[src/hdl/lsb_stego_embedder_macros.svh]
// ---------------------------------------------------------------------------
// lsb stego embedder assertion macros
// clocked on clk, quiet while rst is high
// ---------------------------------------------------------------------------
`ifndef LSB_STEGO_EMBEDDER_MACROS_SVH
`define LSB_STEGO_EMBEDDER_MACROS_SVH

// same-cycle implication
`define LSE_ASSERT_NOW(label, ante, cons, msg) \
  label: assert property (@(posedge clk) disable iff (rst) (ante) |-> (cons)) \
    else $error(msg);

// next-cycle implication
`define LSE_ASSERT_NEXT(label, ante, cons, msg) \
  label: assert property (@(posedge clk) disable iff (rst) (ante) |=> (cons)) \
    else $error(msg);

`endif

[src/hdl/lse_pkg.sv]
// ---------------------------------------------------------------------------
// lse_pkg
// shared types and constants of the lsb stego embedder
// ---------------------------------------------------------------------------
package lse_pkg;

  localparam int unsigned MAX_MAGIC_CHARS = 8;
  localparam int unsigned MAX_EXT_CHARS   = 8;
  localparam int unsigned QUEUE_DEPTH     = 2;

  localparam int unsigned CFG_INDEX_W = 3;
  localparam int unsigned CFG_DATA_W  = 64;

  // register indexes of the configuration port
  localparam logic [CFG_INDEX_W-1:0] REG_MAGIC_CHARS  = 3'd0;
  localparam logic [CFG_INDEX_W-1:0] REG_MAGIC_LEN    = 3'd1;
  localparam logic [CFG_INDEX_W-1:0] REG_EXT_CHARS    = 3'd2;
  localparam logic [CFG_INDEX_W-1:0] REG_EXT_LEN      = 3'd3;
  localparam logic [CFG_INDEX_W-1:0] REG_PAYLOAD_SIZE = 3'd4;
  localparam logic [CFG_INDEX_W-1:0] REG_HEADER_LEN   = 3'd5;

  localparam logic [3:0] MAGIC_LEN_RST  = 4'd2;
  localparam logic [7:0] HEADER_LEN_RST = 8'd54;

  typedef enum logic [2:0] {
    PH_HEADER  = 3'd0,
    PH_MAGIC   = 3'd1,
    PH_EXTLEN  = 3'd2,
    PH_EXT     = 3'd3,
    PH_PSIZE   = 3'd4,
    PH_PAYLOAD = 3'd5,
    PH_DONE    = 3'd6
  } lse_phase_t;

  typedef enum logic {
    OP_PIXEL = 1'b0,
    OP_LOAD  = 1'b1
  } lse_op_t;

  typedef struct packed {
    logic       func;
    logic [7:0] byte_value;
  } lse_in_item_t;

  typedef struct packed {
    logic [7:0] pixel_out;
    logic       status;
    logic       done_res;
  } lse_out_item_t;

  typedef struct packed {
    lse_op_t    op;
    logic [7:0] value;
  } lse_cmd_t;

  // queue head as seen by the back end
  typedef struct packed {
    logic     valid;
    lse_cmd_t cmd;
  } lse_head_t;

  typedef struct packed {
    logic [63:0] magic_chars;
    logic [3:0]  magic_len;
    logic [63:0] ext_chars;
    logic [3:0]  ext_len;
    logic [31:0] payload_size;
    logic [7:0]  header_len;
  } lse_cfg_t;

  typedef struct packed {
    lse_phase_t phase;
    logic       loaded;
  } lse_stat_t;

endpackage

[src/hdl/lse_stream_if.sv]
// ---------------------------------------------------------------------------
// lse_stream_if
// valid/ready channel carrying one item
// ---------------------------------------------------------------------------
interface lse_stream_if #(
  parameter type item_t = logic
);
  logic  valid;
  logic  ready;
  item_t data;

  modport source (output valid, output data, input ready);
  modport sink   (input valid, input data, output ready);
endinterface

[src/hdl/lse_back.sv]
// ---------------------------------------------------------------------------
// lse_back
// embedding sequencer: walks the message sections, holds the result register
// ---------------------------------------------------------------------------
module lse_back (
  input  logic               clk,
  input  logic               rst,
  input  lse_pkg::lse_cfg_t  cfg,
  input  lse_pkg::lse_head_t head,
  output logic               pop,
  lse_stream_if.source       item_out,
  output lse_pkg::lse_stat_t stat
);
  import lse_pkg::*;

  typedef struct packed {
    lse_phase_t  phase;
    logic [7:0]  header_count;
    logic [4:0]  bit_index;
    logic [3:0]  char_index;
    logic [31:0] payload_count;
  } lse_pos_t;

  localparam logic [3:0] MAGIC_MAX = 4'(MAX_MAGIC_CHARS);
  localparam logic [3:0] EXT_MAX   = 4'(MAX_EXT_CHARS);

  lse_pos_t      pos, pos_next, pos_pre, pos_step, pos_post;
  logic [7:0]    payload_hold, payload_hold_next;
  logic          payload_loaded, payload_loaded_next;
  logic          out_valid, out_valid_next;
  lse_out_item_t out_data, out_data_next;
  logic [3:0]    eff_magic_len, eff_ext_len;
  logic [31:0]   eff_ext_word;
  logic          out_free;
  logic          has_bit;
  logic          msg_bit;
  logic          underrun;

  // skip every section that is already complete
  function automatic lse_pos_t settle(lse_pos_t p, lse_cfg_t c,
                                      logic [3:0] em, logic [3:0] ee);
    lse_pos_t s;
    s = p;
    if (s.phase == PH_HEADER && s.header_count >= c.header_len) begin
      s.phase = PH_MAGIC;
      s.bit_index = '0;
      s.char_index = '0;
    end
    if (s.phase == PH_MAGIC && s.char_index >= em) begin
      s.phase = PH_EXTLEN;
      s.bit_index = '0;
      s.char_index = '0;
    end
    if (s.phase == PH_EXT && s.char_index >= ee) begin
      s.phase = PH_PSIZE;
      s.bit_index = '0;
      s.char_index = '0;
    end
    if (s.phase == PH_PAYLOAD && s.payload_count >= c.payload_size) begin
      s.phase = PH_DONE;
      s.bit_index = '0;
      s.char_index = '0;
    end
    return s;
  endfunction

  assign eff_magic_len = (cfg.magic_len > MAGIC_MAX) ? MAGIC_MAX : cfg.magic_len;
  assign eff_ext_len   = (cfg.ext_len > EXT_MAX) ? EXT_MAX : cfg.ext_len;
  assign eff_ext_word  = {28'd0, eff_ext_len};

  assign out_free = !out_valid || item_out.ready;
  assign pop      = head.valid && (head.cmd.op == OP_LOAD || out_free);

  always_comb begin
    pos_pre             = settle(pos, cfg, eff_magic_len, eff_ext_len);
    pos_step            = pos_pre;
    payload_hold_next   = payload_hold;
    payload_loaded_next = payload_loaded;
    has_bit             = 1'b0;
    msg_bit             = 1'b0;
    underrun            = 1'b0;

    unique case (pos_pre.phase)
      PH_HEADER: begin
        pos_step.header_count = pos_pre.header_count + 1'b1;
      end
      PH_MAGIC, PH_EXT: begin
        has_bit = 1'b1;
        msg_bit = (pos_pre.phase == PH_MAGIC)
                ? cfg.magic_chars[{pos_pre.char_index[2:0], ~pos_pre.bit_index[2:0]}]
                : cfg.ext_chars[{pos_pre.char_index[2:0], ~pos_pre.bit_index[2:0]}];
        if (pos_pre.bit_index[2:0] == 3'd7) begin
          pos_step.bit_index  = '0;
          pos_step.char_index = pos_pre.char_index + 1'b1;
        end else begin
          pos_step.bit_index = pos_pre.bit_index + 1'b1;
        end
      end
      PH_EXTLEN, PH_PSIZE: begin
        has_bit = 1'b1;
        msg_bit = (pos_pre.phase == PH_EXTLEN)
                ? eff_ext_word[~pos_pre.bit_index]
                : cfg.payload_size[~pos_pre.bit_index];
        if (pos_pre.bit_index == 5'd31) begin
          pos_step.phase      = (pos_pre.phase == PH_EXTLEN) ? PH_EXT : PH_PAYLOAD;
          pos_step.bit_index  = '0;
          pos_step.char_index = '0;
        end else begin
          pos_step.bit_index = pos_pre.bit_index + 1'b1;
        end
      end
      PH_PAYLOAD: begin
        if (!payload_loaded) begin
          underrun = 1'b1;
        end else begin
          has_bit = 1'b1;
          msg_bit = payload_hold[~pos_pre.bit_index[2:0]];
          if (pos_pre.bit_index[2:0] == 3'd7) begin
            pos_step.bit_index     = '0;
            pos_step.payload_count = pos_pre.payload_count + 1'b1;
          end else begin
            pos_step.bit_index = pos_pre.bit_index + 1'b1;
          end
        end
      end
      default: begin
      end
    endcase

    pos_post = settle(pos_step, cfg, eff_magic_len, eff_ext_len);

    out_data_next.pixel_out = has_bit ? {head.cmd.value[7:1], msg_bit} : head.cmd.value;
    out_data_next.status    = underrun;
    out_data_next.done_res  = (pos_post.phase == PH_DONE);

    pos_next       = pos;
    out_valid_next = out_valid && !item_out.ready;

    if (pop) begin
      unique case (head.cmd.op)
        OP_LOAD: begin
          pos_next = pos_pre;
          if (!payload_loaded && pos_pre.phase != PH_DONE) begin
            payload_hold_next   = head.cmd.value;
            payload_loaded_next = 1'b1;
          end
        end
        OP_PIXEL: begin
          pos_next       = pos_post;
          out_valid_next = 1'b1;
          if (pos_pre.phase == PH_PAYLOAD && payload_loaded &&
              pos_pre.bit_index[2:0] == 3'd7) begin
            payload_loaded_next = 1'b0;
          end
        end
        default: begin
        end
      endcase
    end else begin
      payload_loaded_next = payload_loaded;
      payload_hold_next   = payload_hold;
    end
  end

  always_ff @(posedge clk) begin
    if (rst) begin
      pos            <= '{phase: PH_HEADER, default: '0};
      payload_loaded <= 1'b0;
      payload_hold   <= '0;
      out_valid      <= 1'b0;
    end else begin
      pos            <= pos_next;
      payload_loaded <= payload_loaded_next;
      payload_hold   <= payload_hold_next;
      out_valid      <= out_valid_next;
    end
  end

  always_ff @(posedge clk) begin
    if (pop && head.cmd.op == OP_PIXEL) begin
      out_data <= out_data_next;
    end
  end

  assign item_out.valid = out_valid;
  assign item_out.data  = out_data;

  assign stat.phase  = pos.phase;
  assign stat.loaded = payload_loaded;
endmodule

[src/flat_wrapper.sv]
// flat-port wrapper written by rule: the top's interface ports become plain ports
module lse_back_flat import lse_pkg::*;
  (clk, rst, cfg, head, pop, stat, item_out_valid, item_out_data, item_out_ready);
  lse_stream_if item_out_i ();
  input  logic clk;
  input  logic rst;
  input  lse_pkg::lse_cfg_t cfg;
  input  lse_pkg::lse_head_t head;
  output logic pop;
  output lse_pkg::lse_stat_t stat;
  output wire logic [$bits(item_out_i.valid)-1:0] item_out_valid;
  output wire logic [$bits(item_out_i.data)-1:0] item_out_data;
  input wire logic [$bits(item_out_i.ready)-1:0] item_out_ready;
  assign item_out_valid = item_out_i.valid;
  assign item_out_data = item_out_i.data;
  assign item_out_i.ready = item_out_ready;
  lse_back u_core (.clk(clk), .rst(rst), .cfg(cfg), .head(head), .pop(pop), .item_out(item_out_i), .stat(stat));
endmodule
[config.mk]
export PLATFORM = sky130hd
export DESIGN_NAME = lse_back_flat
export DESIGN_NICKNAME = d
export VERILOG_FILES = /design/src/hdl/lsb_stego_embedder_macros.svh /design/src/hdl/lse_pkg.sv /design/src/hdl/lse_stream_if.sv /design/src/hdl/lse_back.sv /design/src/flat_wrapper.sv
export SDC_FILE = /design/constraint.sdc
export NUM_CORES = 1
export LEC_CHECK = 0
export BUFFER_PORTS_ARGS = -buffer_cell sky130_fd_sc_hd__buf_2
export CAP_MARGIN = 40
export CORE_ASPECT_RATIO = 0.5
export CORE_MARGIN = 4
export CORE_UTILIZATION = 35
export DETAILED_ROUTE_END_ITERATION = 8
export PLACE_DENSITY = 0.61
export SETUP_SLACK_MARGIN = 0.4
export SYNTH_ARGS = -nofsm -noshare
export SYNTH_HDL_FRONTEND = slang
export SYNTH_SLANG_ARGS = --single-unit
[constraint.sdc]
create_clock -name clk -period 24.9 [get_ports clk]
set_input_delay 1.245 -clock clk [delete_from_list [all_inputs] [get_ports clk]]
set_output_delay 1.245 -clock clk [all_outputs]
set_load 0.02 [all_outputs]
**Yosys cells after proc, flatten, opt, wreduce, memory -nomap -nowiden**

Index checks and enable logic that the tools add are counted.
W data, S select, Z words.

- Register bits: 55
- Input bits: 189

- Add/sub/neg operators: 4
- Order comparisons: 10
- Equality and inequality tests: 17
- Multiplexer cells: 38
- Bitwise operators: 1
- Reduce and logical (&&, ||, !) cells: 26

Operators by type and width:

| kind | number |
|---|---|
| $pmux W52 S2 | 1 |
| $mux W32 | 3 |
| $mux W9 | 8 |
| $ge A32 B32 Y1 | 2 |
| $mux W3 | 11 |
| $add A32 B1 Y32 const B | 1 |
| $eq A3 B3 Y1 const B | 6 |
| $ge A4 B4 Y1 | 4 |
| $ge A8 B8 Y1 | 2 |
| $mux W4 | 4 |
| $mux W5 | 3 |
| $pmux W5 S3 | 1 |
| $logic_and A1 B1 Y1 | 14 |
| $eq A3 B2 Y1 const B | 4 |
| $eq A3 B1 Y1 const B | 3 |
| $logic_not A3 Y1 | 3 |
| $add A8 B1 Y8 const B | 1 |
| $gt A4 B4 Y1 const B | 2 |
| $mux W8 | 1 |
| $pmux W4 S2 | 1 |
| $add A5 B1 Y5 const B | 1 |
| $eq A5 B5 Y1 const B | 1 |
| $add A4 B1 Y4 const B | 1 |
| $mux W1 | 4 |
| other kinds (9) | 14 |

**Depth between registers and ports, before layout**

Gate-level depths: netlist of run 1.

- Depth in word-level cells: 29
- Mapped depth: 50
- Depth with buffers taken out: 49

**Least setup slack after synthesis of run 1**

OpenSTA, ideal clock, no wires.

- Path kind: input to register
- Start: input cfg[0] (netlist bit)
- End: register u_core.pos (netlist bit u_core.stat[1])
- Library setup time: 70 ps
- Arrival time: 10432 ps
- Required time: 24830 ps
- Path slack: 14397 ps
- Stages: 47
- Buffers on the path: 1
- Cell sequence: ha_1 -> nand2b_1 -> a2111oi_2 -> o21ai_2 -> nand3_1 -> nand2_1 -> ha_1 -> nand2b_1 -> a2111oi_2 -> o21ai_0 -> o211ai_1 -> nand2_1 -> ha_1 -> nand2b_1 -> a2111oi_2 -> o21ai_0 -> a32o_1 -> a221oi_1 -> (+11 left out) -> ha_1 -> a21o_1 -> a21o_1 -> a21oi_1 -> nor2_1 -> nand2_1 -> o21ai_0 -> nand2b_1 -> ha_1 -> nand2b_1 -> a21o_1 -> a21o_1 -> a21oi_1 -> nor3_1 -> a211o_1 -> a211o_1 -> a211o_1 -> a21oi_1

- Cells in the longest elaborated chain, start to end: 29
- Elaborated cells on any way between the ends: 58
- Those cells by class: 1 x add/sub; 7 x order compare; 13 x eq/ne; 25 x mux; 12 x reduce/logical

RTL lines:

| item | RTL line | source |
|---|---|---|
| start: declaration | flat_wrapper.sv:7 | `input lse_pkg::lse_cfg_t cfg;` |
| parallel branches: the longest is 28 deep, another holds $ge A8 B8 Y1 | - |  |
| $pmux W52 S2 * | lse_back.sv:140 | `unique case (head.cmd.op)` |
| end signal: assignment | lse_back.sv:172 | `pos <= pos_next;` |
| end: declaration | lse_back.sv:27 | `lse_pos_t pos, pos_next, pos_pre, pos_step, pos_post;` |

Mark *: on every way between the ends. The select of a mux whose other input is x is not followed.
A chain may end at the register's enable or synchronous reset.

**Worst setup path in the final report of run 1**

- Start: input cfg[7] (netlist bit)
- End: register u_core.pos[33] (netlist bit)

- Cells in the longest elaborated chain, start to end: 29
- Elaborated cells on any way between the ends: 59
- Those cells by class: 1 x add/sub; 7 x order compare; 13 x eq/ne; 26 x mux; 12 x reduce/logical

RTL lines:

| item | RTL line |
|---|---|
| parallel branches: the longest is 28 deep, another holds $ge A8 B8 Y1 | - |
| $pmux W52 S2 * | lse_back.sv:140 |

Marked as above.

==> out/qor.log, run 1 <==
qor: global_route.grt_antenna_before_repair 0
qor: pwr.pd_cells 31.5 mW/mm^2
qor: logic_synthesis.netlist_instances 791
qor: sta.timing.final.max_slew_violations 0
qor: sta.final_worst_path_setup_slack 12930 ps
qor: global_route.gr_overflow_total 0
qor: pwr.power.total 0.211 mW
qor: worst_setup_path.cp-start-kind input port
qor: detailed_routing.avgRoutedWirePerCell 14.9 um
qor: sta.slew_headroom 42.2%
qor: worst_setup_path.path_delay_family compound AO/OA/AOI/OAI gates
qor: pwr.static-leakage-power 3.12 nW
qor: logic_synthesis.synthesis.area_per_instance 7.65 sq um
qor: clocking.worst_setup_hold_path_clk_slew 80 ps
qor: global_route.grt_max_degree 56
qor: logic_synthesis.dominantRegCellSynth dfxtp_1
qor: sta.final.setup_skew 11.2 ps
qor: final_layout.fin_nets 1124
qor: sta.hold-worst-slack 453 ps
qor: logic_synthesis.synth.top_cells.by_area ha_1 (21%), dfxtp_1 (18%), xnor2_1 (5.5%), nor2_1 (5.0%), nand2_1 (4.2%)
qor: detailed_routing.drt_iter0_markers 269
qor: placed_design.dp.final_hpwl 12400 um
qor: logic_synthesis.syn_nets 1082
qor: min_path.worstHoldStart u_core.pos[40]$_SDFFE_PP0P_
qor: run.drv_cap 0
qor: floorplan.floorplan.die_area 0.0196 sq mm
qor: clocking.numCtsBuffers 5
qor: floorplan.initial_utilization 36.4%
qor: sta.period_needed 11970 ps
qor: run_status.status finished clean
qor: placed_design.dpl_worst_slack 12750 ps
qor: worst_setup_path.worst_path_most_repeated_cell ha_1
qor: clocking.tritoncts_num_sinks 55
qor: detailed_routing.drtAntennaViolNets 0
qor: detailed_routing.detailedRoute.firstPassIterationCount 5
qor: final_layout.area.growth.synth_to_final 10.6%
qor: sta.timing.fmax 83.5 MHz
qor: logic_synthesis.synth-edff-count 1
qor: placed_design.numPortBuffers 59
qor: clocking.postCtsResizedCells 0
qor: final_layout.sequential_cell_area 0.00111 sq mm
qor: floorplan.core_area 0.0166 sq mm
qor: sta.setup_tns 0 ps
qor: worst_setup_path.crit_path_start cfg[7]
qor: clocking.cts-root-to-sink-buffers 2
qor: logic_synthesis.register_area_share_after_synthesis 18.4%
qor: final_layout.filler_cells 1726
qor: clocking.postCtsSetupBuffers 0
qor: pwr.vdd_ir_drop_max 23.4 uV
qor: detailed_routing.final_wirelength 15800 um
qor: worst_setup_path.reg2reg_setup_slack 13550 ps
qor: detailed_routing.post_drt_via_cell_ratio 5.33
qor: clocking.ctsHtreeMaxLevel 2
qor: logic_synthesis.cell_type_with_the_highest_aggregate_area_in_the_netlist ha_1
qor: logic_synthesis.syn_warnings 0
qor: logic_synthesis.netlist_area 0.00605 sq mm
qor: final_layout.antennaDiodeCount 0
qor: final_layout.multi_input_area 0.00460 sq mm
qor: floorplan.rows 33
qor: worst_setup_path.critPathKind in -> reg
qor: worst_setup_path.rr_startpoint u_core.pos[41]$_SDFFE_PP0P_
qor: sta.timing.final.crit_share 48.1%
qor: global_route.global_route_wire_length_before_repair 26600 um
qor: logic_synthesis.post-synth-top-area-fraction 21.1%
qor: sta.tightest_slew 861 ps
qor: detailed_routing.detail_route.drc_violations 0
qor: global_route.first_global_vias 5371
qor: logic_synthesis.yosysUniqueCellTypes 67
qor: sta.finalSetupViolations 0
qor: worst_setup_path.cp_data_required_time 25060 ps
qor: clocking.worst_skew_pair.late_latency 300 ps
qor: worst_setup_path.worst_ep_arrival_time 12130 ps
qor: logic_synthesis.ys_ff_latch 55
qor: sta.rsz0062_at_grt no
qor: worst_setup_path.critPathSlowestCell a2111oi_0
qor: floorplan.die_w 194 um
qor: min_path.min_path_type reg -> reg
qor: clocking.hold_buffers 0
qor: floorplan.pin_count 196
qor: detailed_routing.via_count 5650
qor: placed_design.routabilityCongestion 0.894
qor: final_layout.final_layout_size_suffix_gt1_share 10.1%
qor: clocking.cts_tree yes
qor: logic_synthesis.synth_async_sr_flop_share 0%
qor: global_route.grt_use_total 16.1%
qor: worst_setup_path.cp_slowest_stage_delay 760 ps
qor: sta.report.final.hold_viol_count 0
qor: clocking.clockRootBuffer clkbuf_16
qor: floorplan.dieHeight 101 um
qor: worst_setup_path.critical_path_peak_fanout 15
qor: worst_setup_path.worstPathBufferInverterCount 5
qor: worst_setup_path.cp-end-kind register
## power breakdown
group | internal [mW] | switching (mW) | leakage, nW
Combinational | 0.0172 | 0.0254 | 2.60
Clock | 0.0404 | 0.0364 | 0.0731
Sequential | 0.0894 | 0.00177 | 0.446
Total | 0.147 | 0.0635 | 3.12
## worst paths after layout
check                                                   end  depth (start not counted)
worst max-delay path            u_core.pos[33]$_SDFFE_PP0P_                         41
worst min-delay path            u_core.pos[40]$_SDFFE_PP0P_                          2
worst max register to register  u_core.pos[33]$_SDFFE_PP0P_                         40
worst min register to register  u_core.pos[40]$_SDFFE_PP0P_                          2
## flip-flops by register name, indices dropped and copies added, names as in the netlist
signal                 count
u_core.pos                49
u_core.stat                3
u_core.item_out.data       1
u_core.item_out.valid      1
u_core.payload_loaded      1
## placed cells by master, fill, tap and decap left out, drive strengths merged, types with 3 or more instances in the layout
master,netlist,layout
ha,102,102
nor2,81,81
nand2,68,68
buf,6,62
inv,57,57
dfxtp,54,54
a21oi,45,45
xnor2,38,38
o21ai,34,34
nand3,32,32
xor2,28,28
nor3,25,25
a21o,17,17
nand4,17,17
nand2b,16,16
o211ai,12,12
and3,12,12
or3,12,12
nor2b,11,11
and2,11,11
o21a,7,7
a211oi,7,7
clkbuf,21,6
a2111oi,6,6
o2111ai,5,5
a211o,5,5
a311oi,5,5
o211a,4,4
or4,4,4
or2,4,4
nor4,4,4
a221oi,3,3
o31ai,3,3
and4,3,3
o22ai,3,3
clkinv,2,3
## cell usage after synthesis, types with 4 or more instances
cell / count
a211o_1: 5
a211oi_1: 6
a21o_1: 17
a21oi_1: 45
a311oi_1: 5
and2_1: 10
and3_1: 12
buf_4: 4
clkbuf_1: 21
dfxtp_1: 54
ha_1: 102
inv_1: 57
nand2_1: 68
nand2b_1: 16
nand3_1: 31
nand4_1: 16
nor2_1: 81
nor2b_1: 11
nor3_1: 25
o2111ai_1: 5
o211a_1: 4
o211ai_1: 12
o21a_1: 7
o21ai_0: 29
o21ai_1: 4
or3_1: 12
or4_1: 4
xnor2_1: 38
xor2_1: 28
## routing by layer
| metal | vias up | GRT usage (%) | wire, um |
|---|---|---|---|
| met1 | 2611 | 23.0 | 8150 |
| met5 | - | 0 | 0 |
| met4 | 0 | 2.43 | 106 |
| met2 | 112 | 26.9 | 6970 |
| li1 | 2916 | - | - |
| met3 | 11 | 1.94 | 529 |
## final cells by class
class	instances	share of cell area (%)
Multi-Input combinational cell	650	68.8
Tap cell	227	4.25
Inverter	59	3.31
Clock buffer	6	2.08
Timing Repair Buffer	62	4.75
Clock inverter	2	0.243
Sequential cell	55	16.6
## kinds of logic (layout without fill, tap and decap cells)
family | Yosys count | after routing | synth area share (%)
flops | 55 | 55 | 18.4
compound gates | 173 | 173 | 19.7
xor+xnor | 66 | 66 | 9.55
buf+inv | 86 | 129 | 5.60
mux | 3 | 3 | 0.538
simple gates | 306 | 306 | 25.1
fa+ha+maj | 102 | 102 | 21.1
## worst min-delay path, cell delays in order (launching register included)
cell	delay, ps
dfxtp_1	320
nand2_1	50
o21ai_1	50
## per-stage QoR
step                      instance area (sq um)  std cells  utilization (%)
after floorplan                            6050        791                -
after global placement                     6540       1053             39.3
after detailed placement                   6540       1053             39.3
after CTS                                  6690       1061             40.2
after global routing                       6690       1061             40.2
final                                      6690       1061             40.2
Power figures use the tool's default switching activity.
==> run 2, diff against run 1 <==
Settings changed: ABC_AREA from default to 1, PLACE_DENSITY 0.61 to 0.6.
Clock period 24.9 ns to 11.1 ns, I/O delays scaled along.
==> run 2 against run 1 <==
Net effect: core utilization decreased by 0.15 points; cell count is 20% higher; synthesized cell count rose by 25%.
==> out/qor.log, run 2 <==
qor: run_status.status finished clean
qor: clocking.numCtsBuffers 5
qor: sta.slew_headroom 58.8%
qor: detailed_routing.via_count 6188
qor: sta.report.final.hold_viol_count 0
qor: logic_synthesis.synth_most_common_cell inv_1
qor: sta.tightest_slew 613 ps
qor: logic_synthesis.ys_ff_latch 55
qor: worst_setup_path.worstSetupPathDepth 63
qor: sta.period_needed 8840 ps
qor: clocking.ctsHtreeMaxLevel 2
qor: global_route.first_global_vias 5929
qor: detailed_routing.detailedRoute.firstPassIterationCount 4
qor: logic_synthesis.cell_type_with_the_highest_aggregate_area_in_the_netlist ha_1
qor: placed_design.dp.final_hpwl 13300 um
qor: worst_setup_path.cp-start-kind input port
qor: floorplan.dieHeight 104 um
qor: clocking.worst_skew_pair.late_latency 300 ps
qor: pwr.vdd_ir_drop_max 60.6 uV
qor: logic_synthesis.syn_warnings 0
qor: sta.rsz0062_at_grt no
qor: logic_synthesis.register_area_share_after_synthesis 17.3%
qor: detailed_routing.avgRoutedWirePerCell 12.7 um
qor: clocking.postCtsSetupBuffers 0
qor: logic_synthesis.netlist_area 0.00641 sq mm
qor: final_layout.most_frequent_cells_in_the_layout inv_1 (196), nand2_1 (168), ha_1 (102)
qor: detailed_routing.drtAntennaViolNets 0
qor: clocking.clockRootBuffer clkbuf_16
qor: placed_design.dpl_worst_slack 2080 ps
qor: final_layout.final_layout_size_suffix_gt1_share 11.2%
qor: detailed_routing.post_drt_via_cell_ratio 4.88
qor: clocking.tritoncts_num_sinks 55
qor: detailed_routing.final_wirelength 16200 um
qor: sta.final_worst_path_setup_slack 2260 ps
qor: placed_design.place_area 0.00691 sq mm
qor: floorplan.initial_utilization 36.3%
qor: worst_setup_path.reg2regPathDepth 63
qor: final_layout.fin_nets 1325
qor: global_route.grt_antenna_before_repair 0
qor: logic_synthesis.synthesis.area_per_instance 6.47 sq um
qor: placed_design.numPortBuffers 59
qor: sta.timing.final.max_slew_violations 0
qor: floorplan.pin_count 196
qor: sta.final.setup_skew 13.2 ps
qor: clocking.worst_setup_hold_path_clk_slew 70 ps
qor: logic_synthesis.dominantRegCellSynth dfxtp_1
qor: final_layout.antennaDiodeCount 0
qor: logic_synthesis.synth_async_sr_flop_share 0%
qor: final_layout.area.growth.synth_to_final 10.3%
qor: logic_synthesis.synth-edff-count 1
qor: worst_setup_path.critPathSlowestCell ha_1
qor: pwr.power.total 0.666 mW
qor: logic_synthesis.netlist_instances 990
qor: logic_synthesis.syn_nets 1281
qor: sta.timing.fmax 113 MHz
qor: clocking.postCtsResizedCells 0
qor: pwr.static-leakage-power 3.94 nW
qor: global_route.grt_use_total 15.9%
qor: detailed_routing.drt_iter0_markers 349
qor: global_route.grt_max_degree 46
qor: final_layout.largest_register u_core.pos
qor: min_path.hold_path_depth 2
qor: worst_setup_path.worst_ep_arrival_time 8900 ps
qor: global_route.global_route_wire_length_before_repair 28000 um
qor: global_route.gr_overflow_total 0
qor: pwr.pd_cells 94.1 mW/mm^2
qor: worst_setup_path.path_delay_family simple AND/OR/NAND/NOR gates
qor: sta.finalSetupViolations 0
qor: worst_setup_path.worstPathBufferInverterCount 13
qor: clocking.cts-root-to-sink-buffers 2
qor: logic_synthesis.post-synth-top-area-fraction 19.9%
qor: worst_setup_path.critPathKind in -> reg
qor: floorplan.floorplan.die_area 0.0207 sq mm
qor: floorplan.rows 34
qor: final_layout.filler_cells 1894
qor: min_path.min_path_type in -> reg
qor: clocking.hold_buffers 0
qor: logic_synthesis.synth.top_cells.by_area ha_1 (20%), dfxtp_1 (17%), inv_1 (11%), nand2_1 (9.8%), a21oi_1 (7.3%)
qor: run.drv_cap 0
qor: worst_setup_path.worst_path_most_repeated_cell inv_1
qor: detailed_routing.detail_route.drc_violations 0
qor: logic_synthesis.synth.cells.most_frequent inv_1 (196), nand2_1 (168), ha_1 (102)
qor: placed_design.routabilityCongestion 0.840
qor: worst_setup_path.critical_path_peak_fanout 11
qor: sta.timing.final.crit_share 79.7%
qor: clocking.cts_tree yes
qor: floorplan.core_area 0.0177 sq mm
qor: final_layout.most_frequent_standard_cell_in_the_layout_excluding_fill_and_tap_cells inv_1
qor: final_layout.largest_reg_flops 49
qor: worst_setup_path.cp-end-kind register
qor: logic_synthesis.yosysUniqueCellTypes 40
qor: worst_setup_path.cp_data_required_time 11160 ps
qor: floorplan.die_w 199 um
qor: sta.setup_tns 0 ps
qor: worst_setup_path.cp_slowest_stage_delay 490 ps
qor: final_layout.fin_area 0.00707 sq mm
[run 2: changes by cell type after synthesis, sizes merged, moves of 12 or more]
cell and change:
a21o -16, nand2b -16, or3 -12, xnor2 -38
a21oi +50, inv +145, and3 -12, o21ai +52
nand3 +22, nand2 +125
[run 2: area by class of cell]
cell class	count	area, sq um	share of cell area, %
timing repair buffer	61	323	4.56
multi-input combinational	709	4420	62.6
inverter	202	761	10.8
tap	234	293	4.14
sequential	55	1110	15.7
clock buffer	7	153	2.16
clock inverter	1	7.51	0.106
[run 2: path summary, 6_finish.rpt]
check	from	endpoint	slack (ps)
hold reg to reg	u_core.pos[35]$_SDFFE_PP0P_	u_core.pos[35]$_SDFFE_PP0P_	550
hold / removal	rst	u_core.stat[2]$_SDFFE_PP0P_	500
setup reg to reg	u_core.pos[41]$_SDFFE_PP0P_	u_core.item_out.data$_DFFE_PP_	2280
setup / recovery	cfg[7]	u_core.item_out.data$_DFFE_PP_	2260
[run 2: power by group]
| group | total, mW | switching, mW | internal (mW) |
|---|---|---|---|
| logic | 0.263 | 0.168 | 0.0946 |
| clock network | 0.175 | 0.0782 | 0.0964 |
| registers | 0.229 | 0.0169 | 0.212 |
[run 2: cells by family after synthesis]
family	synth area share [%]
adders and majority gates	19.9
and+or+nand+nor	27.6
AOI/OAI and AO/OA	16.3
xor gates and xnor gates	5.19
DFF	17.3
buffers and inverters	13.6
[run 2: per-stage QoR]
stage | hold slack (ps) | cells | utilization [%]
after floorplan | 504 | 990 | -
after global placement | 525 | 1260 | 39.0
after detailed placement | 538 | 1261 | 39.1
after CTS | 494 | 1269 | 40.1
after global routing | 512 | 1269 | 40.1
final | 499 | 1269 | 40.1
[run 2: routing by layer]
layer  GRT usage, %  part of all wire, %  vias up
li1               -                    -     3305
met1           22.9                   51     2769
met2           25.8                   44      101
met3           2.04                  3.7       13
met4           2.81                  1.0        0
met5              0                    0        -
==> run 3, diff against run 2 <==
Settings changed: PLACE_DENSITY 0.6 to 0.62.
Clock period 11.1 ns to 7.77 ns, I/O delays scaled along.
==> run 3 against run 2 <==
Net effect: global-route usage is 0.22 points lower; die area stayed put; sequential cell count stayed put; critical path type is now reg -> reg; core utilization is 3.5 points higher.
==> out/qor.log, run 3 (synthesis results as in run 2) <==
qor: detailed_routing.post_drt_via_cell_ratio 4.88
qor: detailed_routing.detail_route.drc_violations 0
qor: final_layout.largest_reg_flops 49
qor: sta.rsz0062_at_grt yes
qor: final_layout.largest_register u_core.pos
qor: floorplan.floorplan.die_area 0.0207 sq mm
qor: detailed_routing.drt_iter0_markers 343
qor: global_route.global_route_wire_length_before_repair 27500 um
qor: detailed_routing.via_count 6368
qor: clocking.ctsHtreeMaxLevel 2
qor: detailed_routing.detailedRoute.firstPassIterationCount 6
qor: sta.timing.final.crit_share 90.6%
qor: final_layout.antennaDiodeCount 0
qor: final_layout.fin_nets 1361
qor: detailed_routing.drtAntennaViolNets 0
qor: pwr.vdd_ir_drop_max 76.9 uV
qor: floorplan.rows 34
qor: floorplan.pin_count 196
qor: clocking.clockRootBuffer clkbuf_16
qor: floorplan.core_area 0.0177 sq mm
qor: detailed_routing.drt-met1-wl 8110 um
qor: detailed_routing.final_wirelength 16700 um
qor: worst_setup_path.critPathKind reg -> reg
qor: global_route.grt_use_total 15.7%
qor: clocking.cts-root-to-sink-buffers 2
qor: min_path.worstHoldStart rst
qor: detailed_routing.top_signal_layer_used met4
qor: detailed_routing.routed-wl-met3 692 um
qor: final_layout.area.growth.synth_to_final 20.0%
qor: clocking.hold_buffers 0
qor: pwr.pd_cells 134 mW/mm^2
qor: global_route.grt_antenna_before_repair 0
qor: sta.hold-worst-slack 334 ps
qor: detailed_routing.wl_met2 7720 um
qor: sta.tightest_slew 657 ps
qor: worst_setup_path.cp_slowest_stage_delay 350 ps
qor: worst_setup_path.rr_startpoint u_core.pos[41]$_SDFFE_PP0P_
qor: clocking.cts_tree yes
qor: placed_design.dp.final_hpwl 13400 um
qor: placed_design.numPortBuffers 59
qor: pwr.power_frac_seq 31.6%
qor: final_layout.fin_area 0.00769 sq mm
qor: placed_design.place_area 0.00707 sq mm
qor: sta.final.setup_skew 7.83 ps
qor: min_path.min_path_type in -> reg
qor: global_route.grt_max_degree 47
qor: pwr.internal-power 0.616 mW
qor: worst_setup_path.worst_path_most_repeated_cell inv_2
qor: pwr.switching_power 0.417 mW
qor: final_layout.final_layout_size_suffix_gt1_share 20.6%
qor: pwr.power.total 1.03 mW
qor: clocking.worst_setup_hold_path_clk_slew 70 ps
qor: final_layout.most_frequent_standard_cell_in_the_layout_excluding_fill_and_tap_cells inv_1
qor: clocking.numCtsBuffers 5
qor: final_layout.most_frequent_cells_in_the_layout inv_1 (184), nand2_1 (158), ha_1 (91)
qor: run.drv_cap 0
qor: min_path.hold-path-endpoint u_core.stat[2]$_SDFFE_PP0P_
qor: global_route.first_global_vias 5893
qor: worst_setup_path.critical_path_peak_fanout 10
qor: sta.finalSetupViolations 0
qor: floorplan.die_w 199 um
qor: floorplan.initial_utilization 36.3%
qor: placed_design.routabilityCongestion 0.837
qor: pwr.static-leakage-power 4.16 nW
qor: detailed_routing.avgRoutedWirePerCell 12.8 um
qor: sta.period_needed 7040 ps
qor: min_path.hold_path_depth 2
qor: worst_setup_path.reg2regPathDepth 64
qor: sta.timing.final.max_slew_violations 0
qor: pwr.part_of_the_power_in_combinational_logic 45.9%
qor: run_status.status finished clean
qor: worst_setup_path.critPathSlowestCell dfxtp_2
qor: worst_setup_path.cp-end-kind register
qor: global_route.gr_overflow_total 0
qor: worst_setup_path.cp-start-kind register
qor: worst_setup_path.reg2reg_setup_slack 730 ps
qor: worst_setup_path.worst_ep_arrival_time 7270 ps
qor: worst_setup_path.rr_endpoint u_core.pos[32]$_SDFFE_PP0P_
qor: clocking.tritoncts_num_sinks 55
qor: sta.slew_headroom 56.2%
qor: worst_setup_path.crit_path_start u_core.pos[41]$_SDFFE_PP0P_
qor: pwr.clkPwrFrac 22.4%
qor: sta.timing.fmax 142 MHz
qor: floorplan.dieHeight 104 um
qor: pwr.power.switching_fraction 40.3%
qor: sta.report.final.hold_viol_count 0
qor: final_layout.final_core_util 43.6%
qor: worst_setup_path.cp_data_required_time 8010 ps
qor: clocking.worst_skew_pair.late_latency 300 ps
[run 3: cell types whose count changed in the layout (fill, tap and decap cells not counted), moves of 11 or more]
cell | before | now
nand3_1 | 50 | 39
inv_1 | 196 | 184
ha_1 | 102 | 91
nand3_2 | 2 | 13
buf_4 | 1 | 34
a21oi_1 | 94 | 83
a21oi_2 | 1 | 12
[run 3: final cells by class]
type,instances,area [sq um]
clock buffers,6,129
well taps,234,293
repair buffers,97,613
inverters,202,766
clock inverters,2,12.5
multi-input cells,709,4760
flip-flops and latches,55,1120
fillers,1818,9960
[run 3: repair_timing]
action,4_1_cts,5_1_grt
endpoints found under the setup margin,13,13
pin swaps,6,47
gates resized for setup,10,77
setup buffers,3,14
[run 3: how the worst max path moves through the flow]
stage	cells after the start	endpoint	slack [ps]
after global placement	69	u_core.item_out.data$_DFFE_PP_	140
final	64	u_core.pos[32]$_SDFFE_PP0P_	730
after global routing	67	u_core.pos[32]$_SDFFE_PP0P_	80
after CTS	67	u_core.item_out.data$_DFFE_PP_	420
after floorplan	64	u_core.item_out.data$_DFFE_PP_	450
after detailed placement	66	u_core.item_out.data$_DFFE_PP_	-60
[run 3: per-layer routing]
| layer | GRT usage (%) | vias to the layer above |
|---|---|---|
| met2 | 26.0 | 119 |
| met1 | 21.8 | 2864 |
| met5 | 0 | - |
| met3 | 2.08 | 18 |
| met4 | 3.25 | 0 |
| li1 | - | 3367 |
[run 3: critical path: cells and delay by family, from the launching register on]
kind	cells	cell delay, ps
and+or+nand+nor	35	2940
DFF	1	350
adders and majority gates	7	1720
buffers and inverters	12	800
AOI/OAI and AO/OA	10	1140
[run 3: power by group through the flow]
stage	logic [mW]	clock network [mW]	registers, mW
finish	0.474	0.232	0.327
global route	0.542	0.248	0.330
CTS	0.409	0.238	0.326
detailed placement	0.397	0	0.332
global placement	0.382	0	0.332
floorplan	0.286	0	0.325
[run 3: per-stage QoR]
| step | worst slack (ps) | std cells | TNS, ps |
|---|---|---|---|
| after floorplan | 447 | 990 | 0 |
| after detailed placement | -57.0 | 1280 | -378 |
| final | 733 | 1305 | 0 |
| after global placement | 141 | 1279 | 0 |
| after CTS | 415 | 1291 | 0 |
| after global routing | 84.8 | 1305 | 0 |
